File: src/rtl/ilcm_pkg.sv
// ----------------------------------------------------------------------------
// ilcm_pkg
// Shared widths, constants, register indexes and word types of the ink level
// and collision monitor.
// ----------------------------------------------------------------------------
`default_nettype none

package ilcm_pkg;

  // Field and register widths
  localparam int unsigned SAMPLE_W   = 12;
  localparam int unsigned THRESH_W   = 12;
  localparam int unsigned MODE_W     = 2;
  localparam int unsigned Z_W        = 16;
  localparam int unsigned TICK_W     = 8;
  localparam int unsigned CFG_IDX_W  = 2;
  localparam int unsigned CFG_DATA_W = 12;

  // Ring entries start at this level after reset
  localparam logic [SAMPLE_W-1:0] RING_RESET = 12'd500;

  // Collision window on Z
  localparam logic signed [Z_W-1:0] Z_LOW_LIMIT  = -16'sd5;
  localparam logic signed [Z_W-1:0] Z_HIGH_LIMIT = 16'sd1;

  // Heartbeat follows this bit of the tick counter
  localparam int unsigned HEARTBEAT_BIT = 6;

  // Watch mode bits
  localparam int unsigned MODE_INK_BIT  = 0;
  localparam int unsigned MODE_COLL_BIT = 1;

  // Configuration register indexes
  typedef enum logic [CFG_IDX_W-1:0] {
    CFG_INK_TRIP   = 2'd0,
    CFG_WATCH_MODE = 2'd1
  } cfg_idx_e;

  // Input word
  typedef struct packed {
    logic [SAMPLE_W-1:0]   adc_sample;
    logic signed [Z_W-1:0] z_position;
    logic                  z_limit_closed;
    logic                  machine_in_cycle;
    logic                  clear_flags;
  } in_word_t;

  // Result word
  typedef struct packed {
    logic [SAMPLE_W-1:0] ink_mean;
    logic                low_ink;
    logic                collision_watch_active;
    logic                collision_error;
    logic                pause_requested;
    logic                indicator_led;
    logic                heartbeat_led;
  } out_word_t;

  // Per-word side data carried down the pipeline next to the sum
  typedef struct packed {
    logic signed [Z_W-1:0] z_position;
    logic                  z_limit_closed;
    logic                  machine_in_cycle;
    logic                  clear_flags;
    logic                  heartbeat;
  } side_t;

  // Configuration write
  typedef struct packed {
    logic                  we;
    logic [CFG_IDX_W-1:0]  idx;
    logic [CFG_DATA_W-1:0] wdata;
  } cfg_wr_t;

endpackage

`default_nettype wire

File: src/rtl/ilcm_ram.sv
// ----------------------------------------------------------------------------
// ilcm_ram
// Generic single write port, single read port RAM with registered read data.
// ----------------------------------------------------------------------------
`default_nettype none

module ilcm_ram #(
  parameter int unsigned WIDTH = 12,
  parameter int unsigned DEPTH = 16
) (
  input  wire logic                     clk_i,
  input  wire logic                     we_i,
  input  wire logic [$clog2(DEPTH)-1:0] waddr_i,
  input  wire logic [WIDTH-1:0]         wdata_i,
  input  wire logic [$clog2(DEPTH)-1:0] raddr_i,
  output      logic [WIDTH-1:0]         rdata_o
);

  logic [WIDTH-1:0] mem_q [DEPTH];
  logic [WIDTH-1:0] rdata_q;

  // Write and registered read
  always_ff @(posedge clk_i) begin
    if (we_i) begin
      mem_q[waddr_i] <= wdata_i;
    end
    rdata_q <= mem_q[raddr_i];
  end

  assign rdata_o = rdata_q;

endmodule

`default_nettype wire

File: src/rtl/ilcm_window.sv
// ----------------------------------------------------------------------------
// ilcm_window
// Sample ring and running sum. The oldest sample is prefetched from the ring
// RAM so that each accepted word updates the sum in its accept cycle.
// ----------------------------------------------------------------------------
`default_nettype none

module ilcm_window #(
  parameter int unsigned WINDOW = 16
) (
  input  wire logic                                        clk_i,
  input  wire logic                                        rst_ni,
  input  wire logic                                        accept_i,
  input  wire logic [ilcm_pkg::SAMPLE_W-1:0]               sample_i,
  output      logic [ilcm_pkg::SAMPLE_W+$clog2(WINDOW)-1:0] sum_o
);
  import ilcm_pkg::*;

  localparam int unsigned PTR_W = $clog2(WINDOW);
  localparam int unsigned SUM_W = SAMPLE_W + PTR_W;
  localparam logic [PTR_W-1:0] PTR_LAST  = PTR_W'(WINDOW - 1);
  localparam logic [SUM_W-1:0] SUM_RESET = SUM_W'(int'(RING_RESET) * WINDOW);

  logic [PTR_W-1:0]    ptr_q, ptr_nxt;
  logic [WINDOW-1:0]   vld_q;
  logic [SUM_W-1:0]    sum_q, sum_d;
  logic [SAMPLE_W-1:0] ram_rdata;
  logic [SAMPLE_W-1:0] oldest;
  logic [PTR_W-1:0]    raddr;

  // Wrap the ring pointer at the window length
  assign ptr_nxt = (ptr_q == PTR_LAST) ? '0 : ptr_q + 1'b1;

  // Prefetch the entry the next word will replace
  assign raddr = accept_i ? ptr_nxt : ptr_q;

  // Entries never written read as the reset level
  assign oldest = vld_q[ptr_q] ? ram_rdata : RING_RESET;
  assign sum_d  = sum_q - SUM_W'(oldest) + SUM_W'(sample_i);

  ilcm_ram #(
    .WIDTH (SAMPLE_W),
    .DEPTH (WINDOW)
  ) u_ring (
    .clk_i   (clk_i),
    .we_i    (accept_i),
    .waddr_i (ptr_q),
    .wdata_i (sample_i),
    .raddr_i (raddr),
    .rdata_o (ram_rdata)
  );

  // Advance pointer, mark entry, update sum
  always_ff @(posedge clk_i or negedge rst_ni) begin
    if (!rst_ni) begin
      ptr_q <= '0;
      vld_q <= '0;
      sum_q <= SUM_RESET;
    end else if (accept_i) begin
      ptr_q        <= ptr_nxt;
      vld_q[ptr_q] <= 1'b1;
      sum_q        <= sum_d;
    end
  end

  assign sum_o = sum_q;

endmodule

`default_nettype wire

File: src/rtl/ilcm_mean.sv
// ----------------------------------------------------------------------------
// ilcm_mean
// Mean stage: divides the running sum by the window length through an exact
// reciprocal multiply, registered, and carries the side data along.
// ----------------------------------------------------------------------------
`default_nettype none

module ilcm_mean #(
  parameter int unsigned WINDOW = 16
) (
  input  wire logic                                        clk_i,
  input  wire logic                                        rst_ni,
  input  wire logic                                        en_i,
  input  wire logic                                        vld_i,
  input  wire logic [ilcm_pkg::SAMPLE_W+$clog2(WINDOW)-1:0] sum_i,
  input  wire ilcm_pkg::side_t                             side_i,
  output      logic                                        vld_o,
  output      logic [ilcm_pkg::SAMPLE_W-1:0]               mean_o,
  output      ilcm_pkg::side_t                             side_o
);
  import ilcm_pkg::*;

  localparam int unsigned LOG_W  = $clog2(WINDOW);
  localparam int unsigned SUM_W  = SAMPLE_W + LOG_W;
  localparam int unsigned SHIFT  = SUM_W + LOG_W;
  localparam int unsigned MUL_W  = SUM_W + 2;
  localparam int unsigned PROD_W = SUM_W + MUL_W;
  // Rounded-up reciprocal; exact for every sum below WINDOW * 2^SAMPLE_W
  localparam longint unsigned RECIP = ((64'd1 << SHIFT) + WINDOW - 1) / WINDOW;
  localparam logic [MUL_W-1:0] RECIP_C = MUL_W'(RECIP);

  logic [PROD_W-1:0] prod_q;
  side_t             side_q;
  logic              vld_q;

  // Multiply and hold the product
  always_ff @(posedge clk_i) begin
    if (en_i) begin
      prod_q <= PROD_W'(sum_i) * PROD_W'(RECIP_C);
      side_q <= side_i;
    end
  end

  always_ff @(posedge clk_i or negedge rst_ni) begin
    if (!rst_ni) begin
      vld_q <= 1'b0;
    end else if (en_i) begin
      vld_q <= vld_i;
    end
  end

  assign vld_o  = vld_q;
  assign mean_o = prod_q[SHIFT +: SAMPLE_W];
  assign side_o = side_q;

endmodule

`default_nettype wire

File: src/rtl/ilcm_flags.sv
// ----------------------------------------------------------------------------
// ilcm_flags
// Configuration registers, low-ink and collision watches, the two latches
// and the result register.
// ----------------------------------------------------------------------------
`default_nettype none

module ilcm_flags (
  input  wire logic                          clk_i,
  input  wire logic                          rst_ni,
  input  wire ilcm_pkg::cfg_wr_t             cfg_i,
  input  wire logic                          en_i,
  input  wire logic                          vld_i,
  input  wire logic [ilcm_pkg::SAMPLE_W-1:0] mean_i,
  input  wire ilcm_pkg::side_t               side_i,
  output      logic                          out_valid_o,
  output      ilcm_pkg::out_word_t           out_word_o
);
  import ilcm_pkg::*;

  logic [THRESH_W-1:0] thresh_q;
  logic [MODE_W-1:0]   mode_q;
  logic                pause_q, pause_d;
  logic                coll_q, coll_d;
  logic                low_ink;
  logic                watch;
  logic                hit;
  logic                out_vld_q;
  out_word_t           out_word_q, out_word_d;

  // Configuration register writes
  always_ff @(posedge clk_i or negedge rst_ni) begin
    if (!rst_ni) begin
      thresh_q <= '0;
      mode_q   <= '0;
    end else if (cfg_i.we) begin
      unique case (cfg_i.idx)
        CFG_INK_TRIP:   thresh_q <= cfg_i.wdata[THRESH_W-1:0];
        CFG_WATCH_MODE: mode_q   <= cfg_i.wdata[MODE_W-1:0];
        default: ;
      endcase
    end
  end

  // Watch conditions
  assign low_ink = mode_q[MODE_INK_BIT] && (mean_i < thresh_q);
  assign watch   = mode_q[MODE_COLL_BIT] && side_i.machine_in_cycle;
  assign hit     = watch &&
                   (((side_i.z_position <= Z_LOW_LIMIT) && !side_i.z_limit_closed) ||
                    ((side_i.z_position > Z_HIGH_LIMIT) && side_i.z_limit_closed));

  // Clear first, then set
  assign pause_d = (pause_q && !side_i.clear_flags) || low_ink;
  assign coll_d  = (coll_q && !side_i.clear_flags) || hit;

  always_comb begin
    out_word_d.ink_mean               = mean_i;
    out_word_d.low_ink                = low_ink;
    out_word_d.collision_watch_active = watch;
    out_word_d.collision_error        = coll_d;
    out_word_d.pause_requested        = pause_d;
    out_word_d.indicator_led          = low_ink || watch;
    out_word_d.heartbeat_led          = side_i.heartbeat;
  end

  // Latch updates and result valid
  always_ff @(posedge clk_i or negedge rst_ni) begin
    if (!rst_ni) begin
      pause_q   <= 1'b0;
      coll_q    <= 1'b0;
      out_vld_q <= 1'b0;
    end else if (en_i) begin
      out_vld_q <= vld_i;
      if (vld_i) begin
        pause_q <= pause_d;
        coll_q  <= coll_d;
      end
    end
  end

  // Result word
  always_ff @(posedge clk_i) begin
    if (en_i && vld_i) begin
      out_word_q <= out_word_d;
    end
  end

  assign out_valid_o = out_vld_q;
  assign out_word_o  = out_word_q;

endmodule

`default_nettype wire

File: src/rtl/ink_level_collision_monitor_top.sv
// ----------------------------------------------------------------------------
// ink_level_collision_monitor_top
// Boxcar average of ink sensor samples with a low-ink threshold, Z collision
// watch with latched flags, and a heartbeat LED.
//
//   channel  direction  handshake                 payload
//   in       input      in_valid_i / in_stall_o   in_word_i   (in_word_t)
//   out      output     out_valid_o / out_stall_i out_word_o  (out_word_t)
//   cfg      input      cfg_we_i                  cfg_idx_i, cfg_wdata_i
//
// One word per cycle sustained while no result is stalled; each accepted word
// passes the sum update, reciprocal multiply and flag/result register in turn.
// The ring RAM read is prefetched one word ahead, so the sum updates in the
// accept cycle. Ring entries never written read as 500 through valid bits
// cleared at reset; no clearing pass is needed.
// A stalled result holds the whole pipeline; in_stall_o rises only while a
// result waits on out_stall_i.
// ----------------------------------------------------------------------------
`default_nettype none

module ink_level_collision_monitor_top #(
  parameter int unsigned WINDOW = 16
) (
  input  wire logic                            clk_i,
  input  wire logic                            rst_ni,
  input  wire logic                            in_valid_i,
  output      logic                            in_stall_o,
  input  wire ilcm_pkg::in_word_t              in_word_i,
  output      logic                            out_valid_o,
  input  wire logic                            out_stall_i,
  output      ilcm_pkg::out_word_t             out_word_o,
  input  wire logic                            cfg_we_i,
  input  wire logic [ilcm_pkg::CFG_IDX_W-1:0]  cfg_idx_i,
  input  wire logic [ilcm_pkg::CFG_DATA_W-1:0] cfg_wdata_i
);
  import ilcm_pkg::*;

  localparam int unsigned SUM_W = SAMPLE_W + $clog2(WINDOW);

  logic                advance;
  logic                accept;
  logic [TICK_W-1:0]   tick_q;
  side_t               side_in, side_s1_q, side_s2;
  logic                s1_vld_q, s2_vld;
  logic [SUM_W-1:0]    sum;
  logic [SAMPLE_W-1:0] mean;
  cfg_wr_t             cfg;

  // Move the pipeline unless a result waits
  assign advance    = !out_valid_o || !out_stall_i;
  assign in_stall_o = !advance;
  assign accept     = in_valid_i && advance;

  assign cfg.we    = cfg_we_i;
  assign cfg.idx   = cfg_idx_i;
  assign cfg.wdata = cfg_wdata_i;

  always_comb begin
    side_in.z_position       = in_word_i.z_position;
    side_in.z_limit_closed   = in_word_i.z_limit_closed;
    side_in.machine_in_cycle = in_word_i.machine_in_cycle;
    side_in.clear_flags      = in_word_i.clear_flags;
    side_in.heartbeat        = tick_q[HEARTBEAT_BIT];
  end

  // Advance tick counter per accepted word
  always_ff @(posedge clk_i or negedge rst_ni) begin
    if (!rst_ni) begin
      tick_q   <= '0;
      s1_vld_q <= 1'b0;
    end else if (advance) begin
      s1_vld_q <= in_valid_i;
      if (in_valid_i) begin
        tick_q <= tick_q + 1'b1;
      end
    end
  end

  // Hold side data next to the updated sum
  always_ff @(posedge clk_i) begin
    if (accept) begin
      side_s1_q <= side_in;
    end
  end

  ilcm_window #(
    .WINDOW (WINDOW)
  ) u_window (
    .clk_i    (clk_i),
    .rst_ni   (rst_ni),
    .accept_i (accept),
    .sample_i (in_word_i.adc_sample),
    .sum_o    (sum)
  );

  ilcm_mean #(
    .WINDOW (WINDOW)
  ) u_mean (
    .clk_i  (clk_i),
    .rst_ni (rst_ni),
    .en_i   (advance),
    .vld_i  (s1_vld_q),
    .sum_i  (sum),
    .side_i (side_s1_q),
    .vld_o  (s2_vld),
    .mean_o (mean),
    .side_o (side_s2)
  );

  ilcm_flags u_flags (
    .clk_i       (clk_i),
    .rst_ni      (rst_ni),
    .cfg_i       (cfg),
    .en_i        (advance),
    .vld_i       (s2_vld),
    .mean_i      (mean),
    .side_i      (side_s2),
    .out_valid_o (out_valid_o),
    .out_word_o  (out_word_o)
  );

endmodule

`default_nettype wire

File: config.mk
export PLATFORM = sky130hd
export DESIGN_NAME = ink_level_collision_monitor_top
export DESIGN_NICKNAME = d
export VERILOG_FILES = /design/src/rtl/ilcm_pkg.sv /design/src/rtl/ilcm_ram.sv /design/src/rtl/ilcm_window.sv /design/src/rtl/ilcm_mean.sv /design/src/rtl/ilcm_flags.sv /design/src/rtl/ink_level_collision_monitor_top.sv
export SDC_FILE = /design/constraint.sdc
export NUM_CORES = 1
export LEC_CHECK = 0
export BUFFER_PORTS_ARGS = -buffer_cell sky130_fd_sc_hd__buf_2
export CORE_ASPECT_RATIO = 0.75
export CORE_MARGIN = 1
export CORE_UTILIZATION = 50
export CTS_CLUSTER_DIAMETER = 60
export CTS_CLUSTER_SIZE = 28
export DETAILED_ROUTE_END_ITERATION = 16
export PLACE_DENSITY = 0.67
export SYNTH_ARGS = -nofsm -noshare
export SYNTH_HDL_FRONTEND = slang
export SYNTH_HIERARCHICAL = 1
export SYNTH_SLANG_ARGS = --single-unit
File: constraint.sdc
create_clock -name clk_i -period 4.9 [get_ports clk_i]
set_input_delay 0.98 -clock clk_i [delete_from_list [all_inputs] [get_ports clk_i]]
set_output_delay 0.98 -clock clk_i [all_outputs]
set_load 0.005 [all_outputs]
* After elaboration in Yosys (flattened, before gate mapping)
Memories as Yosys holds them, arrays and structs flattened. A register that Yosys moved wholly into a read port is not among the register bits. Cells that the tools add are included.
Word-level totals: bits in writable memories 192, output and inout port bits 20, logic and storage cells 76, bits of input ports 50, memories kept 1, register bits 137
Operators by class: equality and inequality tests 2, multiplexer cells 9, reductions and logical operators 25, magnitude comparators 5, $add $sub $neg 4, bitwise logic cells 1
Memory list:
- u_window.u_ring.mem_q | words 16, width 12, rd ports 1, clocked after Yosys merged registers in 1, wr ports 1, line ilcm_ram.sv:19 | logic [WIDTH-1:0] mem_q [DEPTH];
Operators with widths (count):
- $add A16 B12 Y16 | 1
- $gt A16 B2 Y1 const B | 1
- $le A16 B4 Y1 const B | 1
- $or A16 B16 Y16 | 1
- $sub A16 B12 Y16 | 1
- $lt A12 B12 Y1 | 1
- $mux W12 | 1
- $logic_and A1 B1 Y1 | 10
- $add A8 B1 Y8 const B | 1
- $mux W4 | 2
- $reduce_and A2 Y1 | 4
- $logic_not A1 Y1 | 5
- $logic_or A1 B1 Y1 | 5
- $lt A4 B5 Y1 const B | 1
- $add A4 B1 Y4 const B | 1
- $bmux W1 S4 | 1
- $demux W1 S4 | 1
- $eq A4 B4 Y1 const B | 1
- $ge A4 B1 Y1 const B | 1
- $mux W1 | 4
- $eq A2 B1 Y1 const B | 1
- $logic_not A2 Y1 | 1

* Logic depth before layout (Yosys ltp)
Gate-level depths: netlist (run 1).
depth in word-level cells 5, depth in mapped cells 16, gate-level depth less buffers 14

* Modules after synthesis
The synthesis (run 1) kept the hierarchy.
By module, submodules not included:
- ilcm_ram | area each 7599.8 um^2, times used 1, cells each 329
- ilcm_window | area each 2682.6 um^2, times used 1, cells each 266
- ilcm_flags | area each 1575.3 um^2, times used 1, cells each 133
- ilcm_mean | area each 1001.0 um^2, times used 1, cells each 34
- ink_level_collision_monitor_top | area each 947.2 um^2, times used 1, cells each 46

* Worst setup path before layout (run 1)
No wires, ideal clock.
path kind register to register, start reg u_window.ptr_q[0], end reg u_window.sum_q[12], in the netlist u_window/sum_o[12], stages on the path, launching flop included 14, slack 0.966 ns, arrival 3.849 ns, path buffers 2, setup time 0.085 ns, required time 4.815 ns, cell sequence dfrtp_1 > buf_6 > mux4_2 > mux4_2 > buf_6 > and2_4 > fa_1 > inv_1 > ha_1 > and3_1 > a221o_1 > a21oi_1 > mux2_2 > o2111ai_1
Between the ends: word-level cells in the longest chain between the ends 5
RTL lines:
- from (decl) | line ilcm_window.sv:24 | logic [PTR_W-1:0] ptr_q, ptr_nxt;
- from (signal assigned) | line ilcm_window.sv:60 | ptr_q <= ptr_nxt;
- $bmux W1 S4 | line ilcm_window.sv:38 | assign oldest = vld_q[ptr_q] ? ram_rdata : RING_RESET;
- $mux W1 (not written as such) | line ilcm_window.sv:38
- $mux W12 | line ilcm_window.sv:38
- $sub A16 B12 Y16 | line ilcm_window.sv:39 | assign sum_d = sum_q - SUM_W'(oldest) + SUM_W'(sample_i);
- $add A16 B12 Y16 | line ilcm_window.sv:39
- to (signal assigned) | line ilcm_window.sv:62 | sum_q <= sum_d;
- to (decl) | line ilcm_window.sv:26 | logic [SUM_W-1:0] sum_q, sum_d;
No other way between the ends. The select of a mux whose other input is x is not followed. A chain may end at the register's enable or synchronous reset.

* Worst setup path in the final report (run 1)
Same ends and word-level chain as after synthesis.

==> results.yml, run 1 <==
cts:
  clkSinkCount: 334
  cts-hold-fix-buffers: 0
  cts_resized: 0
  clockBufferDepth: 3
  clk_latency_ns: 0.53
  cts_max_level: 1
  cts_setup_buffers: 0
  clk_pin_slew_ns: 0.09
  clockRootBuffer: "clkbuf_16"
  cts_buffers: 23
  tritoncts: "done"
setup_path:
  arrival_ns: 4.76
  cpMaxStageDelayCell: "mux4_2"
  crit_path_start_kind: "register"
  timing.critical_path.buf_inv: 0
  slowest_delay_ns: 0.64
  r2r-end: "u_window/sum_o[12]$_DFFE_PN1P_"
  rr_startpoint: "u_window/ptr_q[0]$_DFF_PN0_"
  critPathKind: "reg -> reg"
  cp-end-kind: "register"
  reg2reg_depth: 11
  cp_max_fo: 12
  cp_cell_sequence: "mux4_2 -> mux4_2 -> and2_4 -> fa_1 -> fa_1 -> nor2b_1 -> o211ai_1 -> a31oi_1 -> a21oi_1 -> mux2_2 -> o2111ai_1"
  cp_top_family: "multiplexers"
  cp.required_ns: 5.34
  r2r_slack_ns: 0.58
final_layout:
  areaGrowthSynthToFinish_pct: 12.9
  multi_input_area_sq_mm: 0.00384
  nNetsFinal: 996
  seq_area_sq_mm: 0.00961
  antenna_cells: 0
  filler_cell_count: 2059
  drive_above_1_share_pct: 22.9
routing:
  via_per_inst: 5.64
  finalWirelength_microns: 26800
  post_drt_wl_per_cell_microns: 21.1
  ant_nets: 0
  vias: 7152
  drt_iter0_markers: 708
  first_pass_iters: 11
  drc: 1
timing:
  max_freq_mhz: 231
  hold_violations: 0
  fin_crit_sh_pct: 88.2
  max_slew_margin_pct: 31.2
  fin_crit_ns: 4.32
  whs_ns: 0.424
  tightest_slew_ns: 1.03
  setup_viol: 0
  rsz0062_at_grt: "false"
  clock_skew_ns: 0.0185
  drv_slew: 0
  finalSetupTns_ns: 0
min_path:
  holdPathEnd: "u_mean/side_o[10]$_DFFE_PP_"
  min_from: "side_s1_q[10]$_DFFE_PP_"
  hold_path_depth: 0
  hp-class: "reg -> reg"
pwr:
  leakagePower_nw: 5.80
  power_density_mw_per_mm2: 700
  switchingPower_mw: 3.94
  ir_worst_vdd_mv: 0.468
  pwr-share-comb_pct: 43.0
  swShare_pct: 36.3
  power_frac_seq_pct: 37.3
  clkPwrFrac_pct: 19.6
  p_int_mw: 6.92
yosys:
  ys_warn_count: 6
  avgSynthCellArea_sq_um: 17.1
  synthCells: 806
  syn_area_sq_mm: 0.0137
  syn_nets: 900
floorplanning:
  initial_core_util_pct: 50.9
  die_y_microns: 146
  io_pins: 70
  core_sq_mm: 0.0270
  die_w_microns: 193
  num_rows: 52
  dieArea_sq_mm: 0.0282
global_route:
  use_met1_pct: 31.8
  grt_pass1_wl_microns: 41600
  grtUsageTotal_pct: 19.4
  met2_usage_pct: 27.9
  gr-total-overflow: 0
  antenna_found_initial: 0
  met3_usage_pct: 2.76
  grt_max_degree: 51
  grt_pass1_vias: 7190
  grt.busiest_layer: "met1"
place:
  gp_congestion: 0.801
  dp_hpwl_microns: 17300
  io_buffers: 68
outcome:
  status: "complete, but fails checks"
  violations: "DRC"
job:
  cap_violations: 0
-- metrics by stage --
step | setup WS [ns] | cells | util, % | total power, mW | instance area [sq um]
4_1_cts | 0.553 | 1269 | 57.5 | 10.9 | 15500
2_1_floorplan | 0.966 | 806 | - | 7.59 | 13700
3_5_place_dp | 0.607 | 1228 | 54.3 | 8.78 | 14700
6_report | 0.577 | 1269 | 57.5 | 10.9 | 15500
5_1_grt | 0.327 | 1269 | 57.5 | 11.6 | 15500
3_3_place_gp | 0.633 | 1228 | 54.3 | 8.67 | 14700
-- flip-flops by register name, summed over array words and instances (netlist names) --
name	cells
u_window/u_ring/mem_q	192
side_s1_q	19
u_mean/side_o	19
u_flags/out_word_o	18
u_window/sum_o	16
u_window/vld_q	16
u_flags/thresh_q	12
u_mean/prod_q	12
u_window/u_ring/rdata_o	12
tick_q	7
u_window/ptr_q	4
u_flags/mode_q	2
s1_vld_q	1
u_flags/coll_q	1
u_flags/out_valid_o	1
u_flags/pause_q	1
u_mean/vld_o	1
-- worst register-to-register path: stages (launching register included) --
cell	delay, ns
dfrtp_1	0.56
mux4_2	0.58
mux4_2	0.64
and2_4	0.22
fa_1	0.48
fa_1	0.48
nor2b_1	0.18
o211ai_1	0.12
a31oi_1	0.42
a21oi_1	0.14
mux2_2	0.30
o2111ai_1	0.11
-- how the worst max path moves through the flow --
stage / startpoint / endpoint / slack [ns] / depth (start not counted)
2_1_floorplan: u_window/ptr_q[0]$_DFF_PN0_ / u_window/sum_o[12]$_DFFE_PN1P_ / 0.97 / 13
3_3_place_gp: u_window/ptr_q[0]$_DFF_PN0_ / u_window/sum_o[12]$_DFFE_PN1P_ / 0.63 / 11
3_5_place_dp: u_window/ptr_q[0]$_DFF_PN0_ / u_window/sum_o[12]$_DFFE_PN1P_ / 0.61 / 11
4_1_cts: u_window/ptr_q[0]$_DFF_PN0_ / u_window/sum_o[12]$_DFFE_PN1P_ / 0.55 / 11
5_1_grt: u_window/ptr_q[0]$_DFF_PN0_ / u_window/sum_o[12]$_DFFE_PN1P_ / 0.33 / 14
6_report: u_window/ptr_q[0]$_DFF_PN0_ / u_window/sum_o[12]$_DFFE_PN1P_ / 0.58 / 11
-- final cells by class --
class                      count  area share, %
inverter                      55           1.33
timing repair buffer          94           3.61
clock inverter                17           1.73
clock buffer                  24           3.80
multi-input combinational    394           24.8
sequential                   334           61.9
tap                          351           2.83
-- placed cells by master (no fill, tap or decap), types with 8 or more instances in the layout --
cell type / n
and3_1: 8
buf_2: 68
nor2_1: 22
nand2_1: 47
mux2_2: 10
nand3_1: 15
nand4_1: 9
fa_1: 12
o21ai_0: 20
a22oi_1: 25
a21oi_1: 12
ha_1: 32
clkbuf_16: 23
a21o_1: 21
xnor2_1: 13
edfxtp_1: 260
inv_1: 54
mux4_2: 38
dfrtp_1: 56
dfxtp_1: 12
mux4_1: 15
nor2b_1: 12
buf_4: 24
-- layer usage --
| layer | vias to the layer above | wire length, microns |
|---|---|---|
| met5 | - | 0 |
| met4 | 0 | 383 |
| met1 | 3647 | 13300 |
| met2 | 174 | 11600 |
| met3 | 30 | 1470 |
| li1 | 3301 | - |
-- power groups by stage --
stage,Combinational (mW),Clock [mW],Sequential [mW]
2_1_floorplan,3.58,0,4.01
3_3_place_gp,4.56,0,4.11
3_5_place_dp,4.67,0,4.12
4_1_cts,4.69,2.19,4.06
5_1_grt,5.23,2.29,4.12
6_report,4.67,2.13,4.05
(Power assumes the default switching activity.)
==> run 2, diff against run 1 <==
--- a/config.mk
+++ b/config.mk
@@ -12,7 +12,7 @@
 export CTS_CLUSTER_DIAMETER = 60
 export CTS_CLUSTER_SIZE = 28
 export DETAILED_ROUTE_END_ITERATION = 16
-export PLACE_DENSITY = 0.67
+export PLACE_DENSITY_LB_ADDON = 0.15
 export SYNTH_ARGS = -nofsm -noshare
 export SYNTH_HDL_FRONTEND = slang
 export SYNTH_HIERARCHICAL = 1
==> run 2 against run 1 <==
  * The run now ends clean
  * Final area decreased by 0.94%
  * Worst hold slack improved by 0.0027 ns
  * Final cell count decreased by 0.24%
  * Worst setup slack got worse by 0.38 ns
  * Power decreased by 1.9%
  * Largest power group unchanged
  * Highest routed layer unchanged
==> results.yml, run 2 (same netlist as run 1, synthesis figures left out) <==
final_layout:
  final_common_cell: "edfxtp_1"
  layout_common_cells: "edfxtp_1, buf_2, dfrtp_1, inv_1, nand2_1"
  nNetsFinal: 994
  top_register: "u_window/u_ring/mem_q"
  drive_above_1_share_pct: 22.2
  largest_register_ffs: 192
  postLayoutCellArea_sq_mm: 0.0154
  areaGrowthSynthToFinish_pct: 11.8
  filler_cell_count: 2031
floorplanning:
  num_rows: 52
  dieArea_sq_mm: 0.0282
  io_pins: 70
  die_w_microns: 193
  die_y_microns: 146
  initial_core_util_pct: 50.9
  core_sq_mm: 0.0270
routing:
  drt_iter0_markers: 522
  vias: 7194
  via_per_inst: 5.68
  ant_nets: 0
  drc: 0
  first_pass_iters: 7
  post_drt_wl_per_cell_microns: 21.3
  finalWirelength_microns: 27000
setup_path:
  timing.critical_path.buf_inv: 0
  cp_cell_sequence: "mux4_2 -> mux4_2 -> nor2b_1 -> fa_1 -> ha_1 -> a21o_1 -> a2111oi_0 -> o22ai_1 -> a31oi_1 -> xor2_1 -> mux2i_1"
  critPathKind: "reg -> reg"
  critPathMostFrequentCell: "mux4_2"
  slowest_delay_ns: 0.81
  rr_startpoint: "u_window/ptr_q[0]$_DFF_PN0_"
  cp_max_fo: 16
  arrival_ns: 5.10
  startpoint: "u_window/ptr_q[0]$_DFF_PN0_"
  crit_path_start_kind: "register"
  cp-end-kind: "register"
  cpMaxStageDelayCell: "dfrtp_1"
  cp_top_family: "multiplexers"
  cp.required_ns: 5.30
global_route:
  antenna_found_initial: 1
  gr-total-overflow: 0
  grt_max_degree: 63
  grtUsageTotal_pct: 19.6
  grt_pass1_wl_microns: 42000
  grt_pass1_vias: 7348
place:
  dp_hpwl_microns: 17400
  io_buffers: 68
  gp_congestion: 0.832
  post_dp_cell_area_sq_mm: 0.0146
pwr:
  power_density_mw_per_mm2: 693
  ir_worst_vdd_mv: 0.407
  leakagePower_nw: 5.73
timing:
  max_slew_margin_pct: 20.0
  max_freq_mhz: 213
  tightest_slew_ns: 1.19
  fin_crit_ns: 4.70
  hold_violations: 0
  setup_viol: 0
  drv_slew: 0
  clock_skew_ns: 0.0284
  rsz0062_at_grt: "false"
  finalSetupTns_ns: 0
  fin_crit_sh_pct: 96.0
cts:
  cts_buffers: 21
  cts_max_level: 1
  tritoncts: "done"
  clkSinkCount: 334
  cts-hold-fix-buffers: 0
  clk_pin_slew_ns: 0.10
  clockBufferDepth: 3
  cts_resized: 0
  clockRootBuffer: "clkbuf_16"
  cts_setup_buffers: 0
  clk_latency_ns: 0.53
job:
  cap_violations: 0
min_path:
  min_from: "side_s1_q[7]$_DFFE_PP_"
  hp-class: "reg -> reg"
outcome:
  status: "complete, no violations"
==> run 2: changes by cell type in the layout (fill, tap and decap cells not counted), moves of 2 or more <==
cell	change
nor2_1	+2
clkbuf_16	-2
inv_16	+2
nor2_2	-2
inv_8	-2
inv_12	-5
==> run 2: area by class of cell <==
cell class | instances | area [sq um] | share of cell area (%)
diodes | 1 | 2.50 | 0.0163
clock buffers | 22 | 529 | 3.44
clock inverters | 15 | 191 | 1.25
inverters | 55 | 206 | 1.34
multi-input cells | 394 | 3830 | 24.9
flip-flops and latches | 334 | 9610 | 62.5
well taps | 351 | 439 | 2.86
repair buffers | 94 | 561 | 3.65
==> run 2: path summary, 6_finish.rpt <==
path | slack [ns] | cells after the start | to
worst max register to register | 0.20 | 11 | u_window/sum_o[14]$_DFFE_PN0P_
min in group asynchronous | 0.62 | 2 | u_flags/thresh_q[0]$_DFFE_PN0P_
worst max-delay path | 0.20 | 11 | u_window/sum_o[14]$_DFFE_PN0P_
max in group asynchronous | 3.75 | 2 | u_window/sum_o[13]$_DFFE_PN0P_
worst min-delay path | 0.43 | 0 | u_mean/side_o[7]$_DFFE_PP_
worst min register to register | 0.43 | 0 | u_mean/side_o[7]$_DFFE_PP_
==> run 2: metrics by stage <==
stage / worst slack [ns] / total power [mW] / util (%) / std cells / hold WS [ns]
6_report: 0.198 / 10.6 / 56.9 / 1266 / 0.427
5_1_grt: 0.0492 / 11.4 / 56.9 / 1265 / 0.434
4_1_cts: 0.236 / 10.7 / 56.9 / 1265 / 0.429
3_5_place_dp: 0.262 / 8.79 / 54.2 / 1228 / 0.406
3_3_place_gp: 0.385 / 8.62 / 54.2 / 1228 / 0.404
2_1_floorplan: 0.966 / 7.59 / - / 806 / 0.400
==> run 2: report_power, final <==
group | switching, mW | total (mW) | internal [mW] | leakage [nW]
Clock | 1.03 | 1.89 | 0.864 | 0.348
Sequential | 0.323 | 4.07 | 3.75 | 3.24
Combinational | 2.56 | 4.68 | 2.13 | 2.15
Total | 3.91 | 10.6 | 6.74 | 5.73
==> run 2: per-layer routing <==
metal	routed length [microns]	GRT usage (%)
met1	12500	29.2
met3	1520	3.87
met2	12500	30.7
met4	422	3.52
met5	0	0
==> run 3, diff against run 2 <==
--- a/config.mk
+++ b/config.mk
@@ -13,6 +13,7 @@
 export CTS_CLUSTER_SIZE = 28
 export DETAILED_ROUTE_END_ITERATION = 16
 export PLACE_DENSITY_LB_ADDON = 0.15
+export REMOVE_ABC_BUFFERS = 1
 export SYNTH_ARGS = -nofsm -noshare
 export SYNTH_HDL_FRONTEND = slang
 export SYNTH_HIERARCHICAL = 1
==> run 3 against run 2 <==
  * The flow now finishes with violations (DRC)
  * Final area is 0.50% higher
  * Via count increased by 0.43%
  * Register-to-register slack gained 0.32 ns
  * Clock power grew 9%
  * Critical endpoint unchanged
  * Largest cell class unchanged
  * Largest power group unchanged
  * Highest routed layer unchanged
==> results.yml, run 3 (same netlist as run 1, synthesis figures left out) <==
place:
  io_buffers: 68
  pre_cts_ws_ns: 0.562
  dp_hpwl_microns: 17400
  gp_congestion: 0.822
  dp.cells: 1226
min_path:
  hp-class: "reg -> reg"
  min_from: "side_s1_q[19]$_DFFE_PP_"
  hold_path_depth: 0
routing:
  post_drt_wl_per_cell_microns: 21.4
  via_per_inst: 5.70
  drt_iter0_markers: 602
  drc: 2
  vias: 7225
  first_pass_iters: 11
  finalWirelength_microns: 27200
  ant_nets: 0
global_route:
  grtUsageTotal_pct: 19.9
  grt_pass1_wl_microns: 42600
  grt_pass1_vias: 7415
  antenna_found_initial: 0
  gr-total-overflow: 0
  grt_max_degree: 63
job:
  cap_violations: 0
floorplanning:
  dieArea_sq_mm: 0.0282
  core_sq_mm: 0.0270
  num_rows: 52
  die_w_microns: 193
  initial_core_util_pct: 50.9
  io_pins: 70
  die_y_microns: 146
final_layout:
  largest_register_ffs: 192
  top_register: "u_window/u_ring/mem_q"
  stdcell_count: 1268
  areaGrowthSynthToFinish_pct: 12.3
  final_common_cell: "edfxtp_1"
  antenna_cells: 0
  drive_above_1_share_pct: 22.7
  final_util_pct: 57.2
  nNetsFinal: 994
  layout_common_cells: "edfxtp_1, buf_2, dfrtp_1, inv_1, nand2_1"
  filler_cell_count: 2010
timing:
  clock_skew_ns: 0.0258
  hold_violations: 0
  finalSetupTns_ns: 0
  fin_crit_sh_pct: 89.4
  max_freq_mhz: 228
  drv_slew: 0
  finalWorstSetupSlack_ns: 0.518
  max_slew_margin_pct: 33.2
  tightest_slew_ns: 1.00
  setup_viol: 0
  rsz0062_at_grt: "false"
  fin_crit_ns: 4.38
setup_path:
  cp_max_fo: 16
  startpoint: "u_window/ptr_q[1]$_DFF_PN0_"
  cp.required_ns: 5.31
  endpoint: "u_window/sum_o[14]$_DFFE_PN0P_"
  r2r_slack_ns: 0.52
  reg2reg_depth: 11
  crit_path_start_kind: "register"
  cp-end-kind: "register"
  arrival_ns: 4.79
  critPathKind: "reg -> reg"
  r2r-end: "u_window/sum_o[14]$_DFFE_PN0P_"
  rr_startpoint: "u_window/ptr_q[1]$_DFF_PN0_"
cts:
  cts-hold-fix-buffers: 0
  clockBufferDepth: 3
  cts_buffers: 23
  cts_resized: 0
  clk_latency_ns: 0.55
  cts_max_level: 1
  clkSinkCount: 334
  cts_setup_buffers: 0
  clockRootBuffer: "clkbuf_16"
  clk_pin_slew_ns: 0.09
  tritoncts: "done"
pwr:
  power_mw: 10.8
  clkPwrFrac_pct: 19.0
  ir_worst_vdd_mv: 0.445
  power_frac_seq_pct: 37.5
  swShare_pct: 36.5
  pwr-share-comb_pct: 43.5
  p_int_mw: 6.88
  leakagePower_nw: 5.77
  switchingPower_mw: 3.95
  power_density_mw_per_mm2: 701
outcome:
  violations: "DRC"
  status: "complete, but fails checks"
-- run 3: changes by cell type in the layout (fill, tap and decap cells not counted), sizes merged --
cell,change
buf,-2
bufinv,+1
clkbuf,+4
clkinv,-1
clkinvlp,-1
diode,-1
inv,+2
-- run 3: worst min-delay path by stage --
stage / end / slack [ns]
floorplan: u_flags/out_word_o[0]$_DFFE_PP_ / 0.40
global placement: u_mean/side_o[18]$_DFFE_PP_ / 0.40
detailed placement: u_mean/side_o[19]$_DFFE_PP_ / 0.41
CTS: u_mean/side_o[19]$_DFFE_PP_ / 0.43
global route: u_mean/side_o[19]$_DFFE_PP_ / 0.44
finish: u_mean/side_o[19]$_DFFE_PP_ / 0.43
-- run 3: power groups by stage --
stage               Sequential, mW  Clock, mW  Combinational (mW)
global placement              4.10          0                4.53
floorplan                     4.03          0                3.59
global route                  4.13       2.22                5.20
finish                        4.06       2.06                4.71
CTS                           4.07       2.12                4.71
detailed placement            4.13          0                4.67
-- run 3: final cells by class --
type	count	area, sq um	area share, %
tap	351	439	2.84
sequential	334	9610	62.2
clock buffer	26	597	3.86
timing repair buffer	92	533	3.45
multi-input combinational	394	3840	24.9
clock inverter	16	216	1.40
inverter	55	206	1.34
-- run 3: critical path, cell delays in order (launching register included) --
cell and delay (ns):
dfrtp_1 0.77, mux4_2 0.40, mux4_2 0.64, nor2b_1 0.21, fa_1 0.44, ha_1 0.39, a21o_1 0.24, a2111oi_0 0.42
o22ai_1 0.15, a31oi_1 0.31, xor2_1 0.19, mux2i_1 0.09
-- run 3: metrics by stage --
step | hold slack [ns] | area, sq um
2_1_floorplan | 0.400 | 13600
3_3_place_gp | 0.403 | 14600
3_5_place_dp | 0.405 | 14600
4_1_cts | 0.428 | 15400
5_1_grt | 0.438 | 15400
6_report | 0.426 | 15400
-- run 3: layer usage --
metal / vias up / wire [microns] / global-route usage, %
met5: - / 0 / 0
met4: 0 / 450 / 3.96
met3: 40 / 1490 / 3.59
met2: 183 / 12400 / 30.8
met1: 3707 / 12800 / 29.8
li1: 3295 / - / -
